### src/tvc_pkg.sv
// ----------------------------------------------------------------------------
// Tone and volume command generator package
// Shared types, register indexes, command codes and the tone step function.
// ----------------------------------------------------------------------------
package tvc_pkg;

   // Configuration register indexes.
   localparam logic CSR_VOLUME_LIMIT = 1'b0;
   localparam logic CSR_TONE_LIMIT   = 1'b1;

   // Reset values of the configuration registers.
   localparam logic [5:0] VOLUME_LIMIT_RESET = 6'd60;
   localparam logic [2:0] TONE_LIMIT_RESET   = 3'd7;

   // Reset value of the attenuation count.
   localparam logic [5:0] VOLUME_RESET = 6'd32;

   // Audio-processor tone codes.
   localparam logic [7:0] TREBLE_FLAT_CODE      = 8'd127;
   localparam logic [7:0] TREBLE_UP_FROM_FLAT   = 8'd126;
   localparam logic [7:0] TREBLE_DOWN_FROM_FLAT = 8'd118;
   localparam logic [7:0] BASS_FLAT_CODE        = 8'd111;
   localparam logic [7:0] BASS_UP_FROM_FLAT     = 8'd110;
   localparam logic [7:0] BASS_DOWN_FROM_FLAT   = 8'd102;

   // Cursor positions.
   typedef enum logic [1:0] {
      SEL_VOLUME = 2'd0,
      SEL_TREBLE = 2'd1,
      SEL_BASS   = 2'd2
   } sel_type;

   // One result transaction.
   typedef struct packed {
      logic              send_valid;
      logic [7:0]        send_byte;
      logic [1:0]        selection;
      logic [5:0]        volume_steps;
      logic signed [3:0] treble_steps;
      logic signed [3:0] bass_steps;
   } rsp_type;

   // Outcome of one tone step.
   typedef struct packed {
      logic signed [3:0] pos;
      logic [7:0]        code;
      logic              changed;
   } tone_type;

   // Steps a treble or bass position by one toward boost (up) or cut.
   // A step past the limit leaves everything as it is.
   function automatic tone_type tone_step(
      input logic signed [3:0] pos,
      input logic [7:0]        code,
      input logic              up,
      input logic [2:0]        lim,
      input logic [7:0]        up_flat,
      input logic [7:0]        down_flat
   );
      tone_type          res;
      logic signed [3:0] lim_pos;
      logic signed [3:0] lim_neg;
      lim_pos = $signed({1'b0, lim});
      lim_neg = -lim_pos;
      res.pos     = pos;
      res.code    = code;
      res.changed = 1'b0;
      if (up) begin
         if (pos < lim_pos) begin
            if (pos > 4'sd0) begin
               res.code = code - 8'd1;
            end else if (pos < 4'sd0) begin
               res.code = code + 8'd1;
            end else begin
               res.code = up_flat;
            end
            res.pos     = pos + 4'sd1;
            res.changed = 1'b1;
         end
      end else begin
         if (pos > lim_neg) begin
            if (pos > 4'sd0) begin
               res.code = code + 8'd1;
            end else if (pos < 4'sd0) begin
               res.code = code - 8'd1;
            end else begin
               res.code = down_flat;
            end
            res.pos     = pos - 4'sd1;
            res.changed = 1'b1;
         end
      end
      return res;
   endfunction

endpackage

### src/tvc_if.sv
// ----------------------------------------------------------------------------
// Tone and volume command generator channels
// Valid/ready channel interfaces for polls, results and register writes.
// ----------------------------------------------------------------------------
interface tvc_req_if;
   logic              valid;
   logic              ready;
   logic signed [1:0] encoder_move;
   logic              button_level;

   modport source (output valid, output encoder_move, output button_level, input ready);
   modport sink   (input valid, input encoder_move, input button_level, output ready);
endinterface

interface tvc_rsp_if;
   logic              valid;
   logic              ready;
   logic              send_valid;
   logic [7:0]        send_byte;
   logic [1:0]        selection;
   logic [5:0]        volume_steps;
   logic signed [3:0] treble_steps;
   logic signed [3:0] bass_steps;

   modport source (output valid, output send_valid, output send_byte, output selection,
                   output volume_steps, output treble_steps, output bass_steps,
                   input ready);
   modport sink   (input valid, input send_valid, input send_byte, input selection,
                   input volume_steps, input treble_steps, input bass_steps,
                   output ready);
endinterface

interface tvc_csr_if;
   logic       valid;
   logic       ready;
   logic       index;
   logic [5:0] data;

   modport source (output valid, output index, output data, input ready);
   modport sink   (input valid, input index, input data, output ready);
endinterface

### src/tone_volume_command_generator.sv
// ----------------------------------------------------------------------------
// Tone and volume command generator
// Turns encoder and button polls into volume, treble and bass command bytes.
// ----------------------------------------------------------------------------
//
//   Channel   Direction  Payload
//   req_if    in         encoder_move (2 bit signed), button_level
//   rsp_if    out        send_valid, send_byte, selection, volume_steps,
//                        treble_steps, bass_steps
//   csr_if    in         index (0 volume limit, 1 tone limit), data (6 bit)
//
// Every poll transaction is handled at the accepting edge: the settings, cursor
// and pending flags are updated there and the result lands in the output
// register, so one poll per cycle is sustained while req_if.ready is high.
// A two-entry output buffer (output register plus skid register) lets a poll
// be accepted while one finished result still waits; req_if.ready falls only
// when both entries are full. Reset is synchronous and restores the reset
// settings and limits; register writes are always accepted.
//
module tone_volume_command_generator
   import tvc_pkg::*;
(
   input  logic         clock,
   input  logic         reset,
   tvc_req_if.sink      req_if,
   tvc_rsp_if.source    rsp_if,
   tvc_csr_if.sink      csr_if
);

   // Configuration registers.
   logic [5:0] volume_limit_ff;
   logic [2:0] tone_limit_ff;

   // Control state.
   sel_type           cursor_ff,          cursor_in;
   logic [5:0]        volume_atten_ff,    volume_atten_in;
   logic signed [3:0] treble_pos_ff,      treble_pos_in;
   logic [7:0]        treble_code_ff,     treble_code_in;
   logic signed [3:0] bass_pos_ff,        bass_pos_in;
   logic [7:0]        bass_code_ff,       bass_code_in;
   logic              volume_pending_ff,  volume_pending_in;
   logic              treble_pending_ff,  treble_pending_in;
   logic              bass_pending_ff,    bass_pending_in;
   logic              button_last_ff,     button_last_in;
   logic              press_seen_ff,      press_seen_in;
   logic              release_seen_ff,    release_seen_in;

   // Output register and skid register.
   logic    out_valid_ff;
   rsp_type out_data_ff;
   logic    skid_valid_ff;
   rsp_type skid_data_ff;

   logic    req_take;
   logic    rsp_take;
   rsp_type result;

   logic     step_up;
   logic     step_down;
   tone_type treble_res;
   tone_type bass_res;
   logic     press_tmp;
   logic     release_tmp;
   logic     vol_pend_tmp;
   logic     tre_pend_tmp;
   logic     bas_pend_tmp;

   assign req_if.ready = !skid_valid_ff;
   assign csr_if.ready = 1'b1;
   assign req_take     = req_if.valid && req_if.ready;
   assign rsp_take     = out_valid_ff && rsp_if.ready;

   // Encoder code 1 is up; both negative codes are taken as down.
   assign step_up   = (req_if.encoder_move == 2'sd1);
   assign step_down = req_if.encoder_move[1];

   assign treble_res = tone_step(treble_pos_ff, treble_code_ff, step_up, tone_limit_ff,
                                 TREBLE_UP_FROM_FLAT, TREBLE_DOWN_FROM_FLAT);
   assign bass_res   = tone_step(bass_pos_ff, bass_code_ff, step_up, tone_limit_ff,
                                 BASS_UP_FROM_FLAT, BASS_DOWN_FROM_FLAT);

   // Next state and result of one poll.
   always_comb begin
      volume_atten_in = volume_atten_ff;
      treble_pos_in   = treble_pos_ff;
      treble_code_in  = treble_code_ff;
      bass_pos_in     = bass_pos_ff;
      bass_code_in    = bass_code_ff;
      vol_pend_tmp    = volume_pending_ff;
      tre_pend_tmp    = treble_pending_ff;
      bas_pend_tmp    = bass_pending_ff;

      // The encoder acts on the cursor as it stood before this poll.
      if (step_up || step_down) begin
         unique case (cursor_ff)
            SEL_VOLUME: begin
               if (step_up && (volume_atten_ff != 6'd0)) begin
                  volume_atten_in = volume_atten_ff - 6'd1;
                  vol_pend_tmp    = 1'b1;
               end else if (step_down && (volume_atten_ff < volume_limit_ff)) begin
                  volume_atten_in = volume_atten_ff + 6'd1;
                  vol_pend_tmp    = 1'b1;
               end
            end
            SEL_TREBLE: begin
               treble_pos_in  = treble_res.pos;
               treble_code_in = treble_res.code;
               tre_pend_tmp   = tre_pend_tmp || treble_res.changed;
            end
            SEL_BASS: begin
               bass_pos_in  = bass_res.pos;
               bass_code_in = bass_res.code;
               bas_pend_tmp = bas_pend_tmp || bass_res.changed;
            end
            default: begin
            end
         endcase
      end

      // Button edges; a press and a release, in either order, move the cursor.
      press_tmp   = press_seen_ff   || (req_if.button_level && !button_last_ff);
      release_tmp = release_seen_ff || (!req_if.button_level && button_last_ff);
      cursor_in   = cursor_ff;
      if (press_tmp && release_tmp) begin
         unique case (cursor_ff)
            SEL_VOLUME: cursor_in = SEL_TREBLE;
            SEL_TREBLE: cursor_in = SEL_BASS;
            default:    cursor_in = SEL_VOLUME;
         endcase
         press_seen_in   = 1'b0;
         release_seen_in = 1'b0;
      end else begin
         press_seen_in   = press_tmp;
         release_seen_in = release_tmp;
      end
      button_last_in = req_if.button_level;

      // At most one queued command byte goes out: volume, then treble, then bass.
      result.send_valid   = 1'b0;
      result.send_byte    = 8'd0;
      volume_pending_in   = vol_pend_tmp;
      treble_pending_in   = tre_pend_tmp;
      bass_pending_in     = bas_pend_tmp;
      priority if (vol_pend_tmp) begin
         result.send_valid = 1'b1;
         result.send_byte  = {2'b00, volume_atten_in};
         volume_pending_in = 1'b0;
      end else if (tre_pend_tmp) begin
         result.send_valid = 1'b1;
         result.send_byte  = treble_code_in;
         treble_pending_in = 1'b0;
      end else if (bas_pend_tmp) begin
         result.send_valid = 1'b1;
         result.send_byte  = bass_code_in;
         bass_pending_in   = 1'b0;
      end
      result.selection    = cursor_in;
      result.volume_steps = volume_atten_in;
      result.treble_steps = treble_pos_in;
      result.bass_steps   = bass_pos_in;
   end

   // Configuration registers; a write is accepted in any cycle.
   always_ff @(posedge clock) begin
      if (reset) begin
         volume_limit_ff <= VOLUME_LIMIT_RESET;
         tone_limit_ff   <= TONE_LIMIT_RESET;
      end else if (csr_if.valid) begin
         unique case (csr_if.index)
            CSR_VOLUME_LIMIT: volume_limit_ff <= csr_if.data;
            CSR_TONE_LIMIT:   tone_limit_ff   <= csr_if.data[2:0];
            default: begin
            end
         endcase
      end
   end

   // Settings state, updated on every accepted poll.
   always_ff @(posedge clock) begin
      if (reset) begin
         cursor_ff         <= SEL_VOLUME;
         volume_atten_ff   <= VOLUME_RESET;
         treble_pos_ff     <= 4'sd0;
         treble_code_ff    <= TREBLE_FLAT_CODE;
         bass_pos_ff       <= 4'sd0;
         bass_code_ff      <= BASS_FLAT_CODE;
         volume_pending_ff <= 1'b0;
         treble_pending_ff <= 1'b0;
         bass_pending_ff   <= 1'b0;
         button_last_ff    <= 1'b0;
         press_seen_ff     <= 1'b0;
         release_seen_ff   <= 1'b0;
      end else if (req_take) begin
         cursor_ff         <= cursor_in;
         volume_atten_ff   <= volume_atten_in;
         treble_pos_ff     <= treble_pos_in;
         treble_code_ff    <= treble_code_in;
         bass_pos_ff       <= bass_pos_in;
         bass_code_ff      <= bass_code_in;
         volume_pending_ff <= volume_pending_in;
         treble_pending_ff <= treble_pending_in;
         bass_pending_ff   <= bass_pending_in;
         button_last_ff    <= button_last_in;
         press_seen_ff     <= press_seen_in;
         release_seen_ff   <= release_seen_in;
      end
   end

   // Output buffer control. The skid entry fills only when a poll arrives
   // while the output register holds a result that is not being taken.
   always_ff @(posedge clock) begin
      if (reset) begin
         out_valid_ff  <= 1'b0;
         skid_valid_ff <= 1'b0;
      end else if (skid_valid_ff) begin
         if (rsp_take) begin
            skid_valid_ff <= 1'b0;
         end
      end else if (req_take) begin
         if (out_valid_ff && !rsp_take) begin
            skid_valid_ff <= 1'b1;
         end else begin
            out_valid_ff <= 1'b1;
         end
      end else if (rsp_take) begin
         out_valid_ff <= 1'b0;
      end
   end

   // Output buffer payload.
   always_ff @(posedge clock) begin
      if (skid_valid_ff) begin
         if (rsp_take) begin
            out_data_ff <= skid_data_ff;
         end
      end else if (req_take) begin
         if (out_valid_ff && !rsp_take) begin
            skid_data_ff <= result;
         end else begin
            out_data_ff <= result;
         end
      end
   end

   assign rsp_if.valid        = out_valid_ff;
   assign rsp_if.send_valid   = out_data_ff.send_valid;
   assign rsp_if.send_byte    = out_data_ff.send_byte;
   assign rsp_if.selection    = out_data_ff.selection;
   assign rsp_if.volume_steps = out_data_ff.volume_steps;
   assign rsp_if.treble_steps = out_data_ff.treble_steps;
   assign rsp_if.bass_steps   = out_data_ff.bass_steps;

endmodule

### src/flat_wrapper.sv
// flat-port wrapper written by rule: the top's interface ports become plain ports
module tone_volume_command_generator_flat import tvc_pkg::*;
  (clock, reset, req_if_valid, req_if_encoder_move, req_if_button_level, req_if_ready, rsp_if_valid, rsp_if_send_valid, rsp_if_send_byte, rsp_if_selection, rsp_if_volume_steps, rsp_if_treble_steps, rsp_if_bass_steps, rsp_if_ready, csr_if_valid, csr_if_index, csr_if_data, csr_if_ready);
  tvc_req_if req_if_i ();
  tvc_rsp_if rsp_if_i ();
  tvc_csr_if csr_if_i ();
  input  logic clock;
  input  logic reset;
  input wire logic [$bits(req_if_i.valid)-1:0] req_if_valid;
  input wire logic [$bits(req_if_i.encoder_move)-1:0] req_if_encoder_move;
  input wire logic [$bits(req_if_i.button_level)-1:0] req_if_button_level;
  output wire logic [$bits(req_if_i.ready)-1:0] req_if_ready;
  output wire logic [$bits(rsp_if_i.valid)-1:0] rsp_if_valid;
  output wire logic [$bits(rsp_if_i.send_valid)-1:0] rsp_if_send_valid;
  output wire logic [$bits(rsp_if_i.send_byte)-1:0] rsp_if_send_byte;
  output wire logic [$bits(rsp_if_i.selection)-1:0] rsp_if_selection;
  output wire logic [$bits(rsp_if_i.volume_steps)-1:0] rsp_if_volume_steps;
  output wire logic [$bits(rsp_if_i.treble_steps)-1:0] rsp_if_treble_steps;
  output wire logic [$bits(rsp_if_i.bass_steps)-1:0] rsp_if_bass_steps;
  input wire logic [$bits(rsp_if_i.ready)-1:0] rsp_if_ready;
  input wire logic [$bits(csr_if_i.valid)-1:0] csr_if_valid;
  input wire logic [$bits(csr_if_i.index)-1:0] csr_if_index;
  input wire logic [$bits(csr_if_i.data)-1:0] csr_if_data;
  output wire logic [$bits(csr_if_i.ready)-1:0] csr_if_ready;
  assign req_if_i.valid = req_if_valid;
  assign req_if_i.encoder_move = req_if_encoder_move;
  assign req_if_i.button_level = req_if_button_level;
  assign req_if_ready = req_if_i.ready;
  assign rsp_if_valid = rsp_if_i.valid;
  assign rsp_if_send_valid = rsp_if_i.send_valid;
  assign rsp_if_send_byte = rsp_if_i.send_byte;
  assign rsp_if_selection = rsp_if_i.selection;
  assign rsp_if_volume_steps = rsp_if_i.volume_steps;
  assign rsp_if_treble_steps = rsp_if_i.treble_steps;
  assign rsp_if_bass_steps = rsp_if_i.bass_steps;
  assign rsp_if_i.ready = rsp_if_ready;
  assign csr_if_i.valid = csr_if_valid;
  assign csr_if_i.index = csr_if_index;
  assign csr_if_i.data = csr_if_data;
  assign csr_if_ready = csr_if_i.ready;
  tone_volume_command_generator u_core (.clock(clock), .reset(reset), .req_if(req_if_i), .rsp_if(rsp_if_i), .csr_if(csr_if_i));
endmodule
### config.mk
export PLATFORM = sky130hd
export DESIGN_NAME = tone_volume_command_generator_flat
export DESIGN_NICKNAME = d
export VERILOG_FILES = /design/src/tvc_pkg.sv /design/src/tvc_if.sv /design/src/tone_volume_command_generator.sv /design/src/flat_wrapper.sv
export SDC_FILE = /design/constraint.sdc
export NUM_CORES = 1
export LEC_CHECK = 0
export BUFFER_PORTS_ARGS = -buffer_cell sky130_fd_sc_hd__buf_2
export CORE_MARGIN = 5
export CORE_UTILIZATION = 24
export CTS_BUF_LIST = sky130_fd_sc_hd__clkbuf_16
export CTS_CLUSTER_DIAMETER = 30
export DETAILED_ROUTE_END_ITERATION = 8
export GPL_TIMING_DRIVEN = 0
export PLACE_DENSITY = 0.35
export SLEW_MARGIN = 25
export SYNTH_ARGS = -nofsm -noshare
export SYNTH_HDL_FRONTEND = slang
export SYNTH_SLANG_ARGS = --single-unit
### constraint.sdc
create_clock -name clock -period 7.55 [get_ports clock]
set_input_delay 0.3775 -clock clock [delete_from_list [all_inputs] [get_ports clock]]
set_output_delay 0.3775 -clock clock [all_outputs]
set_load 0.01 [all_outputs]
==> results.md <==
- I/O pin count: 43
- CTS sink count: 98
- DIE AREA: between 30000 and 40000 sq um
- Residual DRC count: 0
- Crit-path max FO: 7
- Sw frac: 35.06%
- Maxcap violations: 0
- Die Span Y: around 180 um
- Number of cells after detailed placement: 1224
- Clk slew on worst S/H paths: roughly 80 ps
- Layout Utilization: about 28%
- Hold Crit Class: in -> reg
- YS warnings: 0
- Vias: between 6000 and 7000
- Drt pass-1 iters: 5
- Worst Setup Path Type: reg -> reg
- Post-DP Area: 7420 sq um
- Non-Filler Instances: 1241
- Area contributors post-synth: edfxtp_1 22%, dfxtp_1 14%, nand2_1 5.8%
- Arrival @ worst endpoint: 4240 ps
- Syn nets: 845
- Slew Limit Fails: 0
- Max VDD drop: around 0.000089 V
- CTS Buffer Depth: 2
- Dpl ws: 3503 ps
- Part of the Yosys area used for sequential elements: between 30% and 40%
- CTS HTree Levels: 3
- Post CTS Setup Buffer Count: 0
- Clock Power Share: 32.2%
- Minimum clock period: 4128 ps
- Placed wire-length estimate: around 19000 um
- Worst Tran Pin Value: 1004 ps
- Vias per std cell: 5.175
- Die extent in x: between 150 and 200 um
- Crit end category: register
- Unrepaired setup endpoints after global routing: no
- Post-DRT Antenna Nets: 0
- CP Launch Type: register
- TritonCTS Buffers: 9
- TritonCTS clock tree: yes
- Antenna cell count: 0
- Post-synthesis cell type count: 75
- Syn-to-layout area delta: 15.57%
- Post-synth top area cell: edfxtp_1
- F_max: 242.3 MHz
- Syn_area_per_cell: 8.325 sq um
- Clock Skew: 12.17 ps
- Fin crit share: 54.67%
- Fillers: 3049
- PD cells: 204.0 nW/um^2
- Synth top area share: about 22%
- Gpl congestion: about 0.82
- Initial cell density of the core: 24.19%
- Layout cells sized above 1: between 10% and 20%
- Predominant post-synthesis flop cell: edfxtp_1
- EDFF count, synth: 50
- Reg power frac: between 40% and 50%
- Cells after synthesis: 805
- Number of global-route vias before repair: about 6000
- Tot GR Track Use: 16.02%
- Layout Nets: 898
- Net switching power: approximately 0.55 mW
- Synth async-reset ratio: 0%
- Leak: 2.850 nW
- Clk_lat worst skew: 360 ps
- Setup ws final: 3422 ps
- Number of hold buffers added after CTS: 0
- Core Region: around 28000 sq um
- Final instance area: 7745 sq um
- Clock Tree Root: clkbuf_16
- Initial antenna violation count: 0
- FP Rows: 61
- Final Hold Viols: 0
- Gate power share: 27.7%
- DRT iter0 DRCs: 445
- First-pass GRT wire length: 38320 um
- Seq cells post-synth: 98
- Syn Std Cell Area: 6701 sq um
- Port buffer count: 40
- Slew headroom: 33.07%
- Final WL: 25250 um
- Fin Setup TNS: 0 ps
- Setup-failing EPs final: 0
- Largest net degree at the start of global routing: 26
- Post-CTS Resized: 0
- Status: finished, final reports clean
- Grt ovf: 0
- Crit path required time: 7660 ps
- Internal cell power: between 1 and 1.5 mW
- Drt wl/cell: between 20 and 25 um
area by class of cell:
class                           instances  area [sq um]  area share (%)
Clock buffer                            9         225.2           2.908
Multi-Input combinational cell        614          3904           50.40
Clock inverter                          7         85.08           1.099
Buffer                                 59         235.2           3.037
Inverter                               34         127.6           1.648
Sequential cell                        98          2462           31.79
Tap cell                              378         473.0           6.107
Timing Repair Buffer                   42         232.7           3.005
power by group through the flow:
stage / combinational (mW) / sequential (mW) / clock, mW
final: 0.437 / 0.634 / 0.509
after global routing: 0.482 / 0.639 / 0.544
after CTS: 0.438 / 0.635 / 0.526
after detailed placement: 0.435 / 0.647 / 0
after global placement: 0.436 / 0.647 / 0
after floorplan: 0.278 / 0.650 / 0
synth_stat cells, drive strengths merged (5+ instances only):
master	n
nand2b	11
nand3	30
o221a	7
xnor2	14
inv	33
a221oi	13
buf	5
xor2	9
or2	8
o21a	6
mux2	14
a21o	6
a21oi	57
mux2i	7
ha	25
nand2	104
nor3	22
nand4	6
o211ai	20
edfxtp	50
o221ai	8
a31oi	12
and2	5
nor2	66
a211oi	14
nor2b	11
clkbuf	54
or3	7
o21ai	46
o22ai	13
dfxtp	48
layout by cell type, fill, tap and decap left out, types with 8 or more instances in the layout:
master and instances:
a211oi_1 12, a21oi_1 56, a221oi_1 13, a31oi_1 11, buf_2 43, clkbuf_1 54
clkbuf_16 9, dfxtp_1 48, edfxtp_1 50, ha_1 25, inv_1 33, mux2_2 14
nand2_1 104, nand2b_1 11, nand3_1 30, nor2_1 66, nor2b_1 11, nor3_1 20
o211ai_1 20, o21ai_0 45, o221ai_1 8, o22ai_1 13, xnor2_1 14, xor2_1 9
stage by stage:
stage	hold slack, ps	power (mW)
5_1_grt	242.6	1.665
6_report	237.0	1.580
3_5_place_dp	500.1	1.082
3_3_place_gp	498.4	1.083
2_1_floorplan	461.5	0.9282
4_1_cts	230.8	1.599
worst paths after layout:
check,from,slack [ps],end,cells past startpoint
worst max-delay path,u_core.tone_limit_ff[0],3420,u_core.rsp_if.send_byte[3],10
worst min-delay path,csr_if_data[5],240,u_core.volume_limit_ff[5],3
worst max register to register,u_core.tone_limit_ff[0],3420,u_core.rsp_if.send_byte[3],10
worst min register to register,u_core.tone_limit_ff[1],500,u_core.tone_limit_ff[1],2
critical path, stage by stage (launching register included):
cell and delay (ps):
dfxtp_1 510, inv_1 80, ha_1 230, xor2_1 470, nand2_1 130, or2_2 360, a31oi_4 380, nor2_1 240
a211oi_1 880, o22ai_1 260, a211o_1 340
metal layers:
metal  GRT usage [%]  share of wire, %
met1           23.61                49
met2           24.49                44
met4           4.545               1.9
met3           2.072               4.5
met5               0                 0
cells by family (layout without fill, tap and decap cells):
kind of cell,after synthesis,count (layout),synth area share (%)
simple gates,283,283,19.47
compound gates,261,261,27.24
flops,98,98,36.74
buf+inv,93,151,5.414
fa+ha+maj,25,25,4.668
xor+xnor,23,23,3.006
mux,21,21,3.398
other cells,1,1,0.05596
flip-flops by register name (all words and copies together), names as in the netlist, 6 cells and up:
register	flops
u_core.rsp_if.volume_steps	6
u_core.skid_data_ff	25
u_core.rsp_if.send_byte	8
u_core.volume_atten_ff	6
u_core.treble_code_ff	8
u_core.volume_limit_ff	6
u_core.bass_code_ff	8
Power figures use the tool's default switching activity.
